===== config.mk =====
export PLATFORM = sky130hd
export DESIGN_NAME = wsrpt_ram
export DESIGN_NICKNAME = d
export VERILOG_FILES = /design/src/rtl/core/wsrpt_ram.sv
export SDC_FILE = /design/constraint.sdc
export NUM_CORES = 2
export LEC_CHECK = 0
export BUFFER_PORTS_ARGS = -buffer_cell sky130_fd_sc_hd__buf_2
export CORE_MARGIN = 3
export CORE_UTILIZATION = 62
export CTS_CLUSTER_SIZE = 20
export DETAILED_ROUTE_END_ITERATION = 12
export GPL_TIMING_DRIVEN = 0
export PLACE_DENSITY = 0.78
export REMOVE_ABC_BUFFERS = 1
export SKIP_LAST_GASP = 1
export SLEW_MARGIN = 20
export SYNTH_ARGS = -nofsm -noshare
export SYNTH_HDL_FRONTEND = slang
export SYNTH_SLANG_ARGS = --single-unit

===== constraint.sdc =====
create_clock -name clk -period 15.35 [get_ports clk]
set_input_delay 0 -clock clk [delete_from_list [all_inputs] [get_ports clk]]
set_output_delay 0 -clock clk [all_outputs]
set_load 0.05 [all_outputs]

===== src/rtl/core/wsrpt_ram.sv =====
// Generic single-write, single-read synchronous RAM with registered read data.
module wsrpt_ram #(
    parameter int WIDTH = 64,
    parameter int DEPTH = 64
) (
    input  logic                     clk,
    input  logic                     we,
    input  logic [$clog2(DEPTH)-1:0] waddr,
    input  logic [WIDTH-1:0]         wdata,
    input  logic                     re,
    input  logic [$clog2(DEPTH)-1:0] raddr,
    output logic [WIDTH-1:0]         rdata
);

    logic [WIDTH-1:0] mem_array [DEPTH];
    logic [WIDTH-1:0] rdata_reg;

    always_ff @(posedge clk)
    begin
        if (we)
        begin
            mem_array[waddr] <= wdata;
        end
        if (re)
        begin
            rdata_reg <= mem_array[raddr];
        end
    end

    assign rdata = rdata_reg;

endmodule


# Word level (Yosys, flattened, before mapping)
# Memory sizes are Yosys's and may differ from the RTL's. A register that Yosys moved wholly into a read port is not among the register bits.
# Cells that the tools add are included.
# word_totals
ramBits,4096
out_inout_bits,64
input_bits,79
memories,1
register_bits,0
wordCells,3
# mem_list
memory,words,width,rd,rd_clocked_by_memory_dff,wr,line,text
mem_array,64,64,1,1,1,15,logic [WIDTH-1:0] mem_array [DEPTH];
# op_classes
n_mux,2
# ops
operator,n
$mux W1,2

# Depth between registers and ports, before layout
# depth
ltp_word,2
ltp_mapped,9
ltp_nobuf,5

# Worst setup path before layout
# No wires, ideal clock.
# synth_path
path_type,input to register
start,in waddr[3]
end,mem mem_array[48][0] (enable)
setup_ns,0.564
n_path_buf,1
t_arrival_ns,4.872
slack_ns,9.914
required_ns,14.786
path_stages,4
path_cell_list,clkbuf_1 -> nor2b_1 -> nand4b_1 -> nor3_1
# synth_lines
item,line,text
"start, declared",8,"input logic [$clog2(DEPTH)-1:0] waddr,"
"end, declared",15,
# No word-level cell before the write port.

==> metrics.txt <==
total number of vias 81100; Post-Route Setup TNS 0 ns; initial core utilization between 60% and 70%; die area 259000 sq um; fin crit share 26.2%; WHS 0.0463 ns; Clock Skews about 0.06 ns; Max-Cap Viols 0; Worst-path clk slew roughly 0.06 ns; Max VDD drop 0.000114 V; simple-gate share of the synthesized area 1.23%; final worst slack 11.33 ns; register area share after synthesis 79.6%; clk_lat worst skew 1.04 ns; DR pass1 iterations 7; final number of max-transition violations 0; Die H a little over 500 microns; total CTS buffers 408; Post-synth EDFFs ~4200; Leak about 57 nW; Sink Count around 4200; post-CTS sizing 0; Final min period 4.02 ns; Crit-path slowest cell mux4_2; Die X ~510 microns; first-pass GRT wire length 641000 microns; H-tree depth 5; Synth top area share 79.6%; post-synth cell types 32; DRT iter0 DRCs 14400; f_max around 0.25 GHz; gr usage total between 30% and 40%; Hold Path Class in -> reg; setup bufs post-CTS 0; RSZ-0062 raised after global routing false; Compound-Gate Fraction of Synth Area 2.47%; row cnt 184; Ports 143; largest family of logic cells by synthesized area multiplexers; most frequent CP cell buf_16; Synth Register Bits roughly 4200; worst rel slew slack 17.0%; initial antenna violation count 22; power per cell area 130 nW/um^2; Core Box Area 252000 sq um; Final HPWL DP between 200000 and 300000 microns; Clock Tree Buf Depth 4; Post-DP Area 169000 sq um; final instance area about 180000 sq um; number of remaining DRC errors 0; CTS tree done; number of port buffers 142; nets 7296; gpl congestion 0.706; vias per inst 7.45; post-layout util 72.4%; Synth Area in XOR/XNOR 0%; final wirelength 457000 microns; worst slew pin tran 1.24 ns; Area contributors post-synth edfxtp_1 (80%), mux4_2 (15%), mux2i_1 (0.86%); post-synthesis adder-cell area fraction 0%; max reg flops about 4100; Max stage delay on crit path 0.62 ns; post-synthesis mux area share between 10% and 20%; Critical Path Start Type input pin; final hold violation count 0; Async SR Flop Fraction 0%; Area growth syn-to-layout 16.0%; post-route ant nets 0; sequence of cells on the critical path buf_12, buf_16, buf_16, buf_16, buf_16, buf_16, mux4_2, mux2i_1, nand2_1, a41oi_1, a211oi_1; crit path capture type register; Netlist Area Pre-Place 157000 sq um; root buffer cell clkbuf_16; outcome finished clean; CP max FO 85; Most used DFF post-synth edfxtp_1; Place WS 10.26 ns; total gr overflow 0; largest net degree at the start of global routing 121; number of global-route vias before repair 83500; leading area contributor after synthesis edfxtp_1; synth warn 0; layout cell share with drive strength beyond 1 29.2%; Syn Inst Count 6598; Worst Path Class, Setup in -> reg; worst path required time 16.06 ns; Hold Buf Count CTS 73; mean routed wirelength per cell 42.0 microns; Mean Syn Cell Area 23.8 sq um; worst endpoint data arrival time 4.73 ns; setup violators final 0
-- worst max-delay path: cells and delay by family --
family          cells  cell delay (ns)
compound gates      2             0.57
mux                 2             0.79
simple gates        1             0.09
buf+inv             6             2.75
-- cell usage after synthesis (29+ instances only) --
cell,instances
mux4_2,1024
clkbuf_1,140
a22oi_1,168
buf_4,34
o22ai_1,83
or3_1,29
edfxtp_1,4160
a22o_1,88
o221ai_1,38
a211oi_1,63
nand2_1,58
nor2_1,112
buf_2,170
nand3_1,45
mux2i_1,135
and3_1,64
-- report_power, final --
group / internal [W] / switching (W)
clock network: 0.00553 / 0.00435
registers: 0.0126 / 0.0000336
logic: 0.000435 / 0.000746
-- per-stage QoR --
step / instances / total power [W]
floorplan: 6228 / 0.0134
global placement: 9718 / 0.0145
detailed placement: 10100 / 0.0140
CTS: 10900 / 0.0237
global route: 10900 / 0.0242
finish: 10900 / 0.0237
-- path summary, 6_finish.rpt --
path	cells after the start	slack (ns)	to	start
worst max register to register	4	12.65	rdata[14]$_DFFE_PP_	mem_array[29][14]$_DFFE_PP_
worst max-delay path	11	11.33	rdata[45]$_DFFE_PP_	raddr[0]
worst min-delay path	2	0.05	mem_array[60][63]$_DFFE_PP_	wdata[63]
worst min register to register	4	0.97	rdata[63]$_DFFE_PP_	mem_array[63][63]$_DFFE_PP_
-- kinds of logic (layout without fill, tap and decap cells) --
| logic type | Yosys count | after routing |
|---|---|---|
| AND/OR/NAND/NOR | 386 | 386 |
| AO/OA/AOI/OAI | 504 | 504 |
| other | 0 | 12 |
| multiplexers | 1159 | 1159 |
| buffers and inverters | 389 | 1317 |
| flip-flops | 4160 | 4160 |
-- layer usage --
metal	global-route usage (%)	share of wire, %	vias up
li1	-	-	29800
met1	44.9	30	41400
met2	57.2	49	7851
met3	8.98	13	2018
met4	22.0	7.7	12
met5	0	0.018	-
-- layout by cell type, fill, tap and decap left out, types with 7 or more instances in the layout --
master | synthesis | final
a211oi_1 | 63 | 62
a22o_1 | 88 | 88
a22oi_1 | 168 | 168
a2bb2oi_1 | 19 | 19
a31oi_1 | 18 | 18
a41oi_1 | 26 | 26
and3_1 | 64 | 64
buf_12 | 0 | 201
buf_16 | 0 | 130
buf_2 | 170 | 134
buf_4 | 34 | 24
buf_6 | 6 | 7
buf_8 | 0 | 10
bufinv_16 | 0 | 37
clkbuf_1 | 140 | 66
clkbuf_16 | 0 | 412
clkinv_1 | 0 | 93
clkinv_2 | 0 | 75
clkinvlp_4 | 0 | 17
diode_2 | 0 | 12
dlygate4sd3_1 | 0 | 73
edfxtp_1 | 4160 | 4160
inv_1 | 19 | 19
mux2i_1 | 135 | 135
mux4_2 | 1024 | 1024
nand2_1 | 58 | 54
nand2b_1 | 11 | 8
nand3_1 | 45 | 45
nor2_1 | 112 | 47
nor2_4 | 0 | 65
nor2b_1 | 28 | 24
o221ai_1 | 38 | 38
o22ai_1 | 83 | 83
or2_2 | 28 | 28
or3_1 | 29 | 29
-- area by class of cell --
class | count | area [sq um]
Sequential cell | 4160 | 125000
Fill cell | 12600 | 69500
Multi-Input combinational cell | 2049 | 30800
Clock buffer | 478 | 10600
Timing Repair Buffer | 579 | 9410
Tap cell | 3348 | 4190
Clock inverter | 241 | 2200
Inverter | 19 | 71.3
Antenna cell | 12 | 30.0
Note: power is estimated with default switching activity, not from simulation.
