==> src/rtl/core/wsrpt_pkg.sv <==
// Shared constants, payload types and helpers of the weighted SRPT scheduler.
package wsrpt_pkg;

    localparam int MAX_TASKS    = 64;
    localparam int IDX_W        = $clog2(MAX_TASKS);
    localparam int CNT_W        = $clog2(MAX_TASKS + 1);
    localparam int SERVED_IDX_W = 6;

    localparam logic [1:0] MODE_LOAD  = 2'd0;
    localparam logic [1:0] MODE_TICK  = 2'd1;
    localparam logic [1:0] MODE_CLEAR = 2'd2;

    typedef struct packed {
        logic [1:0]  mode;
        logic [15:0] work_units;
        logic [31:0] release_tick;
        logic [15:0] task_weight;
    } wsrpt_in_t;

    typedef struct packed {
        logic                    served_valid;
        logic [SERVED_IDX_W-1:0] served_index;
        logic                    finished;
        logic [63:0]             weighted_total;
        logic                    all_done;
        logic [31:0]             tick_now;
    } wsrpt_out_t;

    // One task table entry as held in the memory.
    typedef struct packed {
        logic [15:0] rem;
        logic [31:0] rel;
        logic [15:0] w;
    } wsrpt_entry_t;

    localparam int ENTRY_W = $bits(wsrpt_entry_t);

    typedef struct packed {
        logic start;
        logic capture;
        logic decide;
    } wsrpt_scan_ctl_t;

    typedef struct packed {
        logic             have;
        logic [IDX_W-1:0] idx;
        wsrpt_entry_t     entry;
    } wsrpt_best_t;

    typedef struct packed {
        logic clear;
        logic multiply;
        logic accumulate;
    } wsrpt_acc_ctl_t;

    // Low bits of a table index as carried on the result.
    function automatic logic [SERVED_IDX_W-1:0] served_idx(input logic [IDX_W-1:0] idx);
        logic [IDX_W+SERVED_IDX_W-1:0] wide;
        wide = {{SERVED_IDX_W{1'b0}}, idx};
        return wide[SERVED_IDX_W-1:0];
    endfunction

endpackage

==> src/rtl/core/wsrpt_acc.sv <==
// Completion cost product and saturating weighted total.
module wsrpt_acc (
    input  logic                       clk,
    input  logic                       rst_n,
    input  wsrpt_pkg::wsrpt_acc_ctl_t  ctl,
    input  logic [31:0]                tick,
    input  logic [15:0]                weight,
    output logic [63:0]                total
);

    logic [48:0] prod_reg;
    logic [32:0] tick_inc;
    logic [64:0] sum;
    logic [63:0] total_reg;
    logic [63:0] total_next;

    assign tick_inc = {1'b0, tick} + 33'd1;
    assign sum      = {1'b0, total_reg} + {16'd0, prod_reg};

    always_comb
    begin
        total_next = total_reg;
        if (ctl.clear)
        begin
            total_next = 64'd0;
        end
        else if (ctl.accumulate)
        begin
            total_next = sum[64] ? {64{1'b1}} : sum[63:0];
        end
    end

    always_ff @(posedge clk)
    begin
        if (ctl.multiply)
        begin
            prod_reg <= {16'd0, tick_inc} * {33'd0, weight};
        end
    end

    always_ff @(posedge clk or negedge rst_n)
    begin
        if (!rst_n)
        begin
            total_reg <= 64'd0;
        end
        else
        begin
            total_reg <= total_next;
        end
    end

    assign total = total_reg;

endmodule

==> config.mk <==
export PLATFORM = sky130hd
export DESIGN_NAME = wsrpt_acc
export DESIGN_NICKNAME = d
export VERILOG_FILES = /design/src/rtl/core/wsrpt_pkg.sv /design/src/rtl/core/wsrpt_acc.sv
export SDC_FILE = /design/constraint.sdc
export NUM_CORES = 2
export LEC_CHECK = 0
export BUFFER_PORTS_ARGS = -buffer_cell sky130_fd_sc_hd__buf_2
export CELL_PAD_IN_SITES_DETAIL_PLACEMENT = 0
export CELL_PAD_IN_SITES_GLOBAL_PLACEMENT = 1
export CORE_AREA = 2 2 274 208
export DETAILED_ROUTE_END_ITERATION = 8
export DIE_AREA = 0 0 276 210
export PLACE_DENSITY = 0.81
export SLEW_MARGIN = 20
export SYNTH_ARGS = -nofsm -noshare
export SYNTH_HDL_FRONTEND = slang
export SYNTH_SLANG_ARGS = --single-unit
==> constraint.sdc <==
create_clock -name clk -period 2.7 [get_ports clk]
set_input_delay 0.54 -clock clk [delete_from_list [all_inputs] [get_ports clk]]
set_output_delay 0.54 -clock clk [all_outputs]
set_load 0.05 [all_outputs]
* Word level (Yosys, flattened, before mapping) *
Cells that the tools add are included.

word-level totals
  bits in registers = 113
  input bits = 53
  output and inout port bits = 64
  logic and storage cells = 9

operators by class
  $add $sub $neg = 2
  multiply operators = 1
  multiplexer cells = 3
  reduce and logical (&&, ||, !) cells = 1

operator list
  operator                 count
  $mux W64                 3
  $add A64 B49 Y65         1
  $mul A33 B16 Y49         1
  $add A32 B1 Y33 const B  1
  $reduce_bool A2 Y1       1

* Depth between registers and ports, before layout *
  depth after elaboration = 4
  mapped depth = 33
  depth with buffers taken out = 31

* Least setup slack after synthesis *
OpenSTA, ideal clock, no wires.

  path kind = input port to flip-flop
  start = input port tick[2]
  end = register prod_reg[48], data pin
  setup time = 260 ps
  data arrival time = 7389 ps
  data required time = 2440 ps
  setup slack = -4949 ps
  stages on the path = 31
  buffers on the path = 2
  cell sequence = and3_1 -> and3_1 -> and2_1 -> nand2_1 -> nor2_1 -> and3_1 -> clkbuf_1 -> nand3_1 -> xnor2_1 -> clkbuf_1 -> nand2_1 -> fa_1 -> fa_1 -> fa_1 -> inv_1 -> fa_1 -> fa_1 -> inv_1 -> fa_1 -> inv_1 -> ha_1 -> nand2_1 -> nor2_1 -> nand4_1 -> a2111o_1 -> a31oi_1 -> or4_1 -> nand2_1 -> nor4_1 -> nor2_1 -> xnor2_1

between the ends
  cells in the longest elaborated chain, start to end = 2

ends and longest elaborated chain
  element               line             text
  start, declared       wsrpt_acc.sv:6   input logic [31:0] tick,
  $add A32 B1 Y33       wsrpt_acc.sv:17  assign tick_inc = {1'b0, tick} + 33'd1;
  $mul A33 B16 Y49      wsrpt_acc.sv:37  prod_reg <= {16'd0, tick_inc} * {33'd0, weight};
  end signal, assigned  wsrpt_acc.sv:37
  end, declared         wsrpt_acc.sv:11  logic [48:0] prod_reg;

No other way between the ends.
A chain may end at the register's enable or synchronous reset.

* Worst setup path in the final report *
  start = input port tick[2]
  end = register prod_reg[46], data pin

The elaborated chain is that of the path after synthesis.

==> impl_metrics.env <==
export IMPL_fin_setup_tns_ps=-191930
export IMPL_die_x_um=276
export IMPL_dp_hpwl_um=58700
export IMPL_grt_max_degree=50
export IMPL_cp_top_family="adder cells"
export IMPL_yosys_warnings=0
export IMPL_tritoncts="done"
export IMPL_yosys_area_top_type_share=0.360
export IMPL_final_period_minus_worst_setup_slack_ps=7190
export IMPL_period_share=2.66
export IMPL_antenna_found_initial=0
export IMPL_fillers=4546
export IMPL_slew_viol_final=0
export IMPL_hold_violations=0
export IMPL_netlist_instances=2709
export IMPL_wl_um=73400
export IMPL_clock_path_buffers=2
export IMPL_synth_area_leader_cell="fa_1"
export IMPL_setup_slack_ps=-4490
export IMPL_holdBufCountCts=0
export IMPL_io_buffers=116
export IMPL_cp_arrival_ps=7360
export IMPL_grt_pass1_wl_um=122000
export IMPL_clk_pin_slew_worst_paths_ps=60
export IMPL_top_usage_layer="met2"
export IMPL_syn_area_per_cell_um2=8.89
export IMPL_use_met1=0.364
export IMPL_grt_pass1_vias=23400
export IMPL_fmax_ghz=0.139
export IMPL_synth_common_cells="inv_1, fa_1, nand2_1"
export IMPL_htree_levels=4
export IMPL_critPathLaunch="tick[2]"
export IMPL_first_iter_violations=1273
export IMPL_globalRouteMet2Util=0.444
export IMPL_post_route_util=0.614
export IMPL_path_max_fanout=4
export IMPL_grt_setup_unrepaired="yes"
export IMPL_synth_nets=3366
export IMPL_cts_root_buf="clkbuf_16"
export IMPL_vias_per_cell=5.23
export IMPL_critical_path_most_common_cell="fa_1"
export IMPL_grt_overflow_total=0
export IMPL_syn_cell_area_um2=24100
export IMPL_fp_row_count=75
export IMPL_num_io_pins=117
export IMPL_drtPass1Iterations=7
export IMPL_syn_to_final_growth_pct=41.2
export IMPL_gp_congestion=0.937
export IMPL_ys_types=68
export IMPL_synth_seq_cells=113
export IMPL_drc=3
export IMPL_r2r_slack_ps=-550
export IMPL_drv_cap=0
export IMPL_cts_buffers=17
export IMPL_wl_per_cell_um=17.9
export IMPL_worstReg2RegStart="prod_reg[0]"
export IMPL_async_flop_share=0.566
export IMPL_required_ps=2870
export IMPL_nNetsFinal=4020
export IMPL_slew_headroom=0.459
export IMPL_largest_reg_flops=64
export IMPL_ys_top_cells_by_area="fa_1, ha_1, inv_1, dfrtp_1, edfxtp_1"
export IMPL_ant_nets=0
export IMPL_critPathBufInv=8
export IMPL_worst_pin_slew_ps=791
export IMPL_startpoint_type="input port"
export IMPL_die_y_um=210
export IMPL_die_area_um2=58000
export IMPL_hold_path_class="in -> async"
export IMPL_drive_gt1_frac=0.361
export IMPL_worstSetupPathType="in -> reg"
export IMPL_synth_most_common_cell="inv_1"
export IMPL_setup_violations=109
export IMPL_num_vias=21500
export IMPL_skew_ps=18.9
export IMPL_cp_end_kind="flip-flop"
export IMPL_grt_use_total=0.261
export IMPL_violations="DRC, setup timing"
export IMPL_cts_sinks=113
export IMPL_synthFlopType="dfrtp_1"
export IMPL_start_util=0.435
export IMPL_fp_coreArea_um2=55400
export IMPL_clk_latency_ps=440
export IMPL_grt_util_met3=0.0304
export IMPL_synth_edf_count=49
export IMPL_crit_slowest_cell="fa_1"
export IMPL_ys_seq_area_frac=0.128
export IMPL_status="finished, violations left"
export IMPL_slowest_delay_ps=510
export IMPL_antennaDiodeCount=0
worst paths after layout:
check / end / depth (start not counted)
setup / recovery: prod_reg[46] / 32
hold reg to reg: total[49] / 1
max in group asynchronous: total[30] / 2
min in group clk: total[1] / 3
hold / removal: total[0] / 1
setup reg to reg: total[62] / 14
cell families (layout without fill, tap and decap cells):
group / after synthesis / in the layout / synth area share
and+or+nand+nor: 914 / 914 / 0.183
DFF: 113 / 113 / 0.128
AOI/OAI and AO/OA: 369 / 370 / 0.104
adders and majority gates: 604 / 604 / 0.449
buffers and inverters: 588 / 1253 / 0.0921
muxes: 7 / 7 / 0.00301
xor gates and xnor gates: 114 / 115 / 0.0415
cells in the final DEF, fill, tap and decap left out, drive strengths merged, types with 22 or more instances in the layout:
cell type	count
nand4	24
buf	761
and2	227
o21ai	50
nand2	389
clkbuf	22
dfrtp	64
xor2	46
and3	27
fa	433
nor3	24
inv	461
edfxtp	49
a21o	54
a211oi	61
nor2	123
nor2b	23
ha	171
nand3	31
xnor2	69
a21oi	101
area by class of cell:
| type | instances | area, µm² | share of cell area |
|---|---|---|---|
| Multi-Input combinational cell | 2010 | 21500 | 0.632 |
| Timing Repair Buffer | 761 | 6170 | 0.182 |
| Clock buffer | 22 | 487 | 0.0143 |
| Sequential cell | 113 | 3100 | 0.0911 |
| Clock inverter | 10 | 104 | 0.00305 |
| Tap cell | 731 | 915 | 0.0269 |
| Inverter | 460 | 1730 | 0.0508 |
worst register-to-register path, stage by stage, from the launching register on:
cell and delay, ps:
edfxtp_1 420, ha_4 180, inv_2 40, fa_2 380
nand2b_4 170, a21oi_4 160, o21ai_4 110, a21oi_4 190
o21bai_4 110, o31ai_4 320, a2111o_1 270, a32o_2 330
buf_6 140, a41oi_2 110, a311oi_2 210
per-stage QoR:
| step | std cells | hold WS (ps) | worst slack [ps] | area (µm²) |
|---|---|---|---|---|
| floorplan | 2709 | 244 | -4400 | 25800 |
| global placement | 3961 | 546 | -5150 | 30700 |
| detailed placement | 3961 | 556 | -5260 | 30700 |
| CTS | 4066 | 177 | -4460 | 33100 |
| global route | 4107 | 196 | -4690 | 34000 |
| finish | 4107 | 159 | -4490 | 34000 |
per-layer routing:
metal	vias up	wire [µm]
met3	96	3840
met1	10900	32800
li1	9876	-
met4	0	1140
met5	-	0
met2	605	35600
repair_timing:
action                     4_1_cts  5_1_grt
setup endpoints to repair      110      110
pin swaps                      136      171
setup buffers                   67       54
gates resized for setup        243      147
cloned                           8        0
Power is left out: the tool's default activity adds up to more than one toggle a clock period on the data nets, which glitch-free logic cannot reach.
