===== src/rtl/core/wsrpt_pkg.sv =====
// Shared constants, payload types and helpers of the weighted SRPT scheduler.
package wsrpt_pkg;

    localparam int MAX_TASKS    = 64;
    localparam int IDX_W        = $clog2(MAX_TASKS);
    localparam int CNT_W        = $clog2(MAX_TASKS + 1);
    localparam int SERVED_IDX_W = 6;

    localparam logic [1:0] MODE_LOAD  = 2'd0;
    localparam logic [1:0] MODE_TICK  = 2'd1;
    localparam logic [1:0] MODE_CLEAR = 2'd2;

    typedef struct packed {
        logic [1:0]  mode;
        logic [15:0] work_units;
        logic [31:0] release_tick;
        logic [15:0] task_weight;
    } wsrpt_in_t;

    typedef struct packed {
        logic                    served_valid;
        logic [SERVED_IDX_W-1:0] served_index;
        logic                    finished;
        logic [63:0]             weighted_total;
        logic                    all_done;
        logic [31:0]             tick_now;
    } wsrpt_out_t;

    // One task table entry as held in the memory.
    typedef struct packed {
        logic [15:0] rem;
        logic [31:0] rel;
        logic [15:0] w;
    } wsrpt_entry_t;

    localparam int ENTRY_W = $bits(wsrpt_entry_t);

    typedef struct packed {
        logic start;
        logic capture;
        logic decide;
    } wsrpt_scan_ctl_t;

    typedef struct packed {
        logic             have;
        logic [IDX_W-1:0] idx;
        wsrpt_entry_t     entry;
    } wsrpt_best_t;

    typedef struct packed {
        logic clear;
        logic multiply;
        logic accumulate;
    } wsrpt_acc_ctl_t;

    // Low bits of a table index as carried on the result.
    function automatic logic [SERVED_IDX_W-1:0] served_idx(input logic [IDX_W-1:0] idx);
        logic [IDX_W+SERVED_IDX_W-1:0] wide;
        wide = {{SERVED_IDX_W{1'b0}}, idx};
        return wide[SERVED_IDX_W-1:0];
    endfunction

endpackage


===== src/rtl/core/wsrpt_scan.sv =====
// Candidate evaluation: eligibility, ratio cross products and best-task tracking.
module wsrpt_scan (
    input  logic                          clk,
    input  logic                          rst_n,
    input  wsrpt_pkg::wsrpt_scan_ctl_t    ctl,
    input  wsrpt_pkg::wsrpt_entry_t       entry,
    input  logic [wsrpt_pkg::IDX_W-1:0]   entry_idx,
    input  logic [31:0]                   tick,
    output wsrpt_pkg::wsrpt_best_t        best
);

    logic                          best_have_reg;
    logic                          best_have_next;
    logic [wsrpt_pkg::IDX_W-1:0]   best_idx_reg;
    wsrpt_pkg::wsrpt_entry_t       best_entry_reg;
    logic [wsrpt_pkg::IDX_W-1:0]   cand_idx_reg;
    wsrpt_pkg::wsrpt_entry_t       cand_entry_reg;
    logic                          cand_elig_reg;
    logic [31:0]                   lhs_reg;
    logic [31:0]                   rhs_reg;
    logic                          elig;
    logic                          take;

    assign elig = (entry.rel <= tick) && (entry.rem != 16'd0);
    // A strictly higher ratio is needed to displace the held task, so ties keep it.
    assign take = ctl.decide && cand_elig_reg && (!best_have_reg || (lhs_reg > rhs_reg));

    always_comb
    begin
        best_have_next = best_have_reg;
        if (ctl.start)
        begin
            best_have_next = 1'b0;
        end
        else if (take)
        begin
            best_have_next = 1'b1;
        end
    end

    always_ff @(posedge clk or negedge rst_n)
    begin
        if (!rst_n)
        begin
            best_have_reg <= 1'b0;
        end
        else
        begin
            best_have_reg <= best_have_next;
        end
    end

    always_ff @(posedge clk)
    begin
        if (ctl.capture)
        begin
            cand_idx_reg   <= entry_idx;
            cand_entry_reg <= entry;
            cand_elig_reg  <= elig;
            lhs_reg        <= {16'd0, entry.w} * {16'd0, best_entry_reg.rem};
            rhs_reg        <= {16'd0, best_entry_reg.w} * {16'd0, entry.rem};
        end
        if (take)
        begin
            best_idx_reg   <= cand_idx_reg;
            best_entry_reg <= cand_entry_reg;
        end
    end

    assign best = '{have: best_have_reg, idx: best_idx_reg, entry: best_entry_reg};

endmodule


===== config.mk =====
export PLATFORM = sky130hd
export DESIGN_NAME = wsrpt_scan
export DESIGN_NICKNAME = d
export VERILOG_FILES = /design/src/rtl/core/wsrpt_pkg.sv /design/src/rtl/core/wsrpt_scan.sv
export SDC_FILE = /design/constraint.sdc
export NUM_CORES = 1
export LEC_CHECK = 0
export BUFFER_PORTS_ARGS = -buffer_cell sky130_fd_sc_hd__buf_2
export CORE_UTILIZATION = 50
export CTS_BUF_LIST = sky130_fd_sc_hd__clkbuf_2
export DETAILED_ROUTE_END_ITERATION = 10
export PLACE_DENSITY = 0.71
export SYNTH_ARGS = -nofsm -noshare
export SYNTH_HDL_FRONTEND = slang
export SYNTH_SLANG_ARGS = --single-unit
export TNS_END_PERCENT = 1

===== constraint.sdc =====
create_clock -name clk -period 6.1 [get_ports clk]
set_input_delay 0.61 -clock clk [delete_from_list [all_inputs] [get_ports clk]]
set_output_delay 0.61 -clock clk [all_outputs]
set_load 0.05 [all_outputs]

# ---- Yosys cells after proc, flatten, opt, wreduce, memory -nomap -nowiden
# Cells that the tools add are included.
# Widths: inputs -> output; s select.
dict set report totals {
  reg_bits 206
  input_bits 107
  output_inout_bits 71
  word_cells 25
}
dict set report classes {
  multipliers 2
  order_cmp 2
  n_mux 2
  reduce_logical 7
}
# op n
set op_table {}
lappend op_table {{$mul 16x16->32} 2}
lappend op_table {{$gt 32x32->1} 1}
lappend op_table {{$le 32x32->1} 1}
lappend op_table {{$reduce_bool 16->1} 1}
lappend op_table {{$logic_and 1x1->1} 3}
lappend op_table {{$mux 1} 2}
lappend op_table {{$reduce_bool 2->1} 1}
lappend op_table {{$logic_not 1->1} 1}
lappend op_table {{$logic_or 1x1->1} 1}

# ---- Logic depth before layout (Yosys ltp)
# Gate-level depths: netlist of the first run.
dict set report logic_depth {
  depth_word 5
  mapped_depth 23
  ltp_nobuf 21
}

# ---- Least setup slack after synthesis of the first run
# Ideal clock, no wire load.
dict set report synth_timing {
  path_type {flip-flop to flip-flop}
  from {reg best_entry_reg (netlist bit best[49])}
  to {reg lhs_reg[29] (data pin)}
  setup_ns 0.258
  arrival_ns 5.957
  required_ns 5.842
  slack_ns -0.115
  stages_incl_launch_ff 21
  n_path_buf 1
  period_less_slack_ns 6.215
  path_cell_list {edfxtp_1 > clkbuf_1 > nand2_1 > fa_1 > fa_1 > fa_1 > fa_1 > inv_1 > fa_1 > inv_1 > fa_1 > inv_1 > ha_1 > and4_1 > o21a_1 > a21oi_4 > a2111oi_4 > o31a_1 > o211a_1 > a41oi_2 > xnor2_1}
}
dict set report synth_via {
  elab_chain_len 1
}
# element line
set synth_lines {}
lappend synth_lines {{start: declaration} wsrpt_scan.sv:15} ;# wsrpt_pkg::wsrpt_entry_t best_entry_reg;
lappend synth_lines {{start signal: assignment} wsrpt_scan.sv:66} ;# best_entry_reg <= cand_entry_reg;
lappend synth_lines {{$mul 16x16->32} wsrpt_scan.sv:60} ;# lhs_reg <= {16'd0, entry.w} * {16'd0, best_entry_reg.rem};
lappend synth_lines {{end signal: assignment} wsrpt_scan.sv:60}
lappend synth_lines {{end: declaration} wsrpt_scan.sv:19} ;# logic [31:0] lhs_reg;
# Every way passes these cells.
# A chain may end at the register's enable or synchronous reset.

# ---- Worst setup path after layout of the first run
dict set report layout_timing {
  from {reg best_entry_reg (netlist bit best[9])}
  to {reg rhs_reg[30] (data pin)}
}
dict set report layout_via {
  elab_chain_len 1
}
# element line
set layout_lines {}
lappend layout_lines {{$mul 16x16->32} wsrpt_scan.sv:61} ;# rhs_reg <= {16'd0, best_entry_reg.w} * {16'd0, entry.rem};
lappend layout_lines {{end signal: assignment} wsrpt_scan.sv:61}
lappend layout_lines {{end: declaration} wsrpt_scan.sv:20} ;# logic [31:0] rhs_reg;
# Every way passes these cells.

==> flow_summary.toml, run 1 <==
[run_status]
outcome = "complete, but fails checks"
violations = "setup timing"

[synth]
netlist_instances = 2397
synth-edff-count = 205
ys_ff_latch = 206
synthFlopType = "edfxtp_1"
syn_area_um2 = 24800
synth.distinct_cells = 60
synth-seq-area-share = 0.249
synth_commonest_cells = "inv_1, fa_1, nand2_1, ha_1, and2_1"
synth_nets = 3164
async_flop_share = 0.00485
syn_avg_cell_area_um2 = 10.3
synthTopCellsByArea = "fa_1, edfxtp_1, ha_1"
synth_most_common_cell = "inv_1"
ys_warn_count = 0
synthDominantCellAreaShare = 0.313
synth_largest_area_cell = "fa_1"

[clock_tree]
numCtsBuffers = 52
cts_root_buffer = "clkbuf_2"
htreeDepth = 2
path_clk_slew_ps = 90
clkSinkCount = 206
cts_tree = "done"
clockBufferDepth = 3
insertion_delay_ps = 960

[finish]
area_delta_synth_final_pct = 17.8
nets = 3570
final_cells = 3494
final_area_um2 = 29200
fillers = 3952
antenna-diode-count = 0
layout-drive-gt1-share = 0.186

[sta]
fmax_mhz = 163
skew_ps = 140
grt_setup_unrepaired = "true"
finalMaxSlewViolations = 0
timing.slew.headroom = 0.216
fin_crit_ps = 6140
fin_ws_ps = -43.5
max_slew.worst_pin.slew_ps = 1170
finalCritPeriodShare = 1.01
hold_viol_final = 0
hold_ws_ps = 138
fin_setup_tns_ps = -52.9
setup_viol = 2

[placed_design]
detailed_place_hpwl_um = 47100
place_area_um2 = 27700
dpl.cell_count = 3338
finalWeightedCongestion = 0.908
io_buffer_count = 177

[critical_path]
cp-start-kind = "flip-flop"
path_max_fanout = 5
rrSetupSlack_ps = -40
cp.arrival_ps = 6860
required_ps = 6810
worst-setup-path-type = "reg -> reg"
crit_path_end_kind = "flip-flop"

[global_route]
grt_pass1_wl_um = 97100
grt_overflow_total = 0
grt_usage = 0.243
grt_max_degree = 71
first_global_vias = 19800
antenna_found_initial = 1

[die]
ios = 178
dieWidth_um = 225
start_util = 0.507
core_area_um2 = 49000
die_area_um2 = 50500
rows = 81
die_h_um = 225

[route]
vias = 18100
post-route-drc-count = 0
drt_iter0_drc = 890
via_per_inst = 5.18
drt-total-wl_um = 58600
wl_per_cell_um = 16.8
postRouteAntennaNets = 0
drt_pass1_iterations = 6

[flow_run]
drv_cap = 0

[hold_path]
min_path_type = "in -> reg"
repair_timing:
item / in CTS / in global routing
gates cloned: 0 / 2
hold buffers: 42 / 0
pin swaps: 0 / 68
gates resized for setup: 4 / 75
endpoints found under the hold margin: 40 / 0
endpoints found under the setup margin: 7 / 24
setup buffers: 1 / 30
critical path: stages (launching register included):
cell and delay, ps:
edfxtp_1 450, buf_6 170, buf_12 130, nand2_1 80, fa_1 450, fa_2 590
fa_1 430, fa_1 540, inv_1 50, fa_1 480, inv_1 50, fa_1 470
inv_1 60, ha_4 280, nand4_1 190, nor4_2 360, or2_1 190, o221ai_1 130
buf_4 170, a21oi_4 130, o21ai_1 90, buf_4 150, and4b_1 180, nor3_2 160
cells in the final DEF, fill, tap and decap left out, types with 34 or more instances in the layout:
master	instances
edfxtp_1	205
a21oi_1	66
ha_1	259
fa_1	373
xnor2_1	34
a21o_1	53
nand2_1	296
clkbuf_2	63
buf_2	176
buf_4	184
dlygate4sd3_1	42
inv_1	527
and2_1	234
area by class of cell:
cell class                      instances  area [um2]  area share
Multi-Input combinational cell       1588       16700       0.572
Clock buffer                           63         315      0.0108
Tap cell                              664         831      0.0284
Clock inverter                         18         108     0.00368
Timing Repair Buffer                  425        3080       0.106
Inverter                              530        1990      0.0681
Sequential cell                       206        6180       0.212
cells by family after synthesis:
logic type,Yosys count,synth area share
fa+ha+maj,660,0.450
simple gates,658,0.133
buf+inv,603,0.0914
compound gates,218,0.0580
flops,206,0.249
xor+xnor,51,0.0180
mux,1,0.000404
routing by layer:
metal | global-route usage | vias to the layer above | wire length (um)
met3 | 0.0379 | 116 | 2970
met2 | 0.453 | 509 | 31600
li1 | - | 8320 | -
met1 | 0.284 | 9141 | 22300
met4 | 0.0803 | 0 | 1850
met5 | 0 | - | 0
final timing paths:
path	from	to	cells after the start
setup reg to reg	best[9]$_DFFE_PP_	rhs_reg[30]$_DFFE_PP_	23
setup / recovery	best[9]$_DFFE_PP_	rhs_reg[30]$_DFFE_PP_	23
hold reg to reg	cand_entry_reg[60]$_DFFE_PP_	best[60]$_DFFE_PP_	0
max in group asynchronous	rst_n	best_have_reg$_DFFE_PN0P_	3
min in group asynchronous	rst_n	best_have_reg$_DFFE_PN0P_	3
hold / removal	entry[15]	cand_entry_reg[15]$_DFFE_PP_	2
per-stage QoR:
| step | utilization | setup WS, ps |
|---|---|---|
| after CTS | 0.583 | -6.40 |
| after global routing | 0.597 | -153 |
| after floorplan | - | -8.71 |
| after detailed placement | 0.565 | -312 |
| after global placement | 0.565 | -188 |
| final | 0.597 | -43.5 |
Power of run 1 is left out: the tool's default activity adds up to more than one toggle a clock period on the data nets, which glitch-free logic cannot reach.
==> run 2: changes to the inputs <==
==> constraint.sdc (replaced) <==
create_clock -name clk -period 6.1 [get_ports clk]
set_input_delay 0 -clock clk [delete_from_list [all_inputs] [get_ports clk]]
set_output_delay 0 -clock clk [all_outputs]
set_load 0.05 [all_outputs]
==> run 2 against run 1 <==
Net effect:
- the run still ends with setup timing left
- via count increased by 1.8%
- wire length increased by 7.6%
- final cell count about the same
- non-clock buffer count decreased by 13
- die area unchanged
- worst setup slack improved by 32 ps
- count of clock-buffer cells in the layout increased by 10
- first-iteration DRC count increased by 20%
- highest routed layer unchanged
==> flow_summary.toml, run 2 (synthesis results as in run 1) <==
[critical_path]
cp.arrival_ps = 6830
worstRegToRegCells = 20
path_max_fanout = 12
required_ps = 6820
worst-setup-path-type = "reg -> reg"
cp-start-kind = "flip-flop"
crit_path_end_kind = "flip-flop"

[finish]
area_delta_synth_final_pct = 17.0
final_core_util = 0.593
fillers = 4023
layout_common_cells = "inv_1, fa_1, nand2_1"
final_common_cell = "inv_1"
nets = 3561
final_area_um2 = 29000
layout-drive-gt1-share = 0.142

[clock_tree]
cts_tree = "done"
cts_root_buffer = "clkbuf_2"
insertion_delay_ps = 1030
htreeDepth = 2
path_clk_slew_ps = 100
numCtsBuffers = 56
clockBufferDepth = 3
clkSinkCount = 206

[hold_path]
holdPathStages = 2
min_path_type = "in -> reg"

[placed_design]
finalWeightedCongestion = 0.906
io_buffer_count = 177
place_area_um2 = 26800
place_ws_ps = -33.2
detailed_place_hpwl_um = 46500

[global_route]
antenna_found_initial = 3
grt_usage = 0.258
grt_pass1_wl_um = 101000
grt_overflow_total = 0
grt_max_degree = 82
first_global_vias = 20300

[sta]
fin_crit_ps = 6110
finalMaxSlewViolations = 0
max_slew.worst_pin.slew_ps = 1040
finalCritPeriodShare = 1.00
hold_viol_final = 0
timing.slew.headroom = 0.308
setup_viol = 1
fin_ws_ps = -11.4
skew_ps = 119
grt_setup_unrepaired = "true"
fmax_mhz = 164

[die]
die_h_um = 225
rows = 81
start_util = 0.507
ios = 178
die_area_um2 = 50500
core_area_um2 = 49000
dieWidth_um = 225

[flow_run]
drv_cap = 0

[run_status]
outcome = "complete, but fails checks"
violations = "setup timing"

[route]
drt-total-wl_um = 63100
drt_pass1_iterations = 5
via_per_inst = 5.27
wl_per_cell_um = 18.1
post-route-drc-count = 0
vias = 18400
postRouteAntennaNets = 0
drt_iter0_drc = 1064
-- run 2: cell count changes in the layout (fill, tap and decap cells not counted), sizes merged --
cell | previous run | this run
clkbuf | 65 | 74
clkinv | 17 | 15
diode | 0 | 3
dlygate4sd3 | 42 | 138
buf | 381 | 273
-- run 2: worst paths after layout --
| kind | start | to | slack (ps) |
|---|---|---|---|
| max reg2reg | best[8]$_DFFE_PP_ | rhs_reg[31]$_DFFE_PP_ | -10 |
| min reg2reg | cand_idx_reg[2]$_DFFE_PP_ | best_idx_reg[2]$_DFFE_PP_ | 390 |
| min | entry[0] | cand_entry_reg[0]$_DFFE_PP_ | 90 |
| min in group asynchronous | rst_n | best_have_reg$_DFFE_PN0P_ | 410 |
| max in group asynchronous | rst_n | best_have_reg$_DFFE_PN0P_ | 5600 |
| max | best[8]$_DFFE_PP_ | rhs_reg[31]$_DFFE_PP_ | -10 |
-- run 2: layout make-up --
cell class	instances	area [um2]	area share
diodes	3	7.51	0.000259
clock buffers	73	365	0.0126
clock inverters	16	97.6	0.00336
inverters	530	1990	0.0685
multi-input cells	1588	16500	0.570
flip-flops and latches	206	6180	0.213
well taps	664	831	0.0286
repair buffers	412	3020	0.104
-- run 2: through the flow --
stage | hold slack [ps] | std cells | TNS [ps]
2_1_floorplan | -296 | 2397 | -8.71
3_3_place_gp | -224 | 3239 | 0
3_5_place_dp | -221 | 3239 | -72.4
4_1_cts | 0.831 | 3467 | -12.9
5_1_grt | 22.8 | 3492 | -2000
6_report | 94.0 | 3492 | -11.4
-- run 2: layer usage --
metal,wire [um],GRT usage,share of wire
met5,0,0,0
met1,23300,0.295,0.37
met2,32300,0.460,0.51
met3,4070,0.0462,0.065
met4,3430,0.137,0.054
-- run 2: critical path: stages, from the launching register on --
cell      delay (ps)
edfxtp_1         510
buf_6            230
nand2_1          100
fa_1             560
inv_1             50
fa_1             570
fa_1             460
fa_1             460
fa_1             490
inv_1             50
fa_1             470
inv_1             40
ha_1             300
and3_1           180
and4_1           220
a22o_1           230
a21o_1           220
a211oi_4         350
o31ai_1          150
a21oi_1          190
xnor2_1           90
-- run 2: timing repair --
item / CTS / global route
setup buffers: 1 / 22
hold buffers: 138 / 0
endpoints found under the hold margin: 204 / 0
endpoints found under the setup margin: 7 / 26
pin swaps: 0 / 35
resized for setup: 2 / 40
Power of run 2 is left out for the same reason.
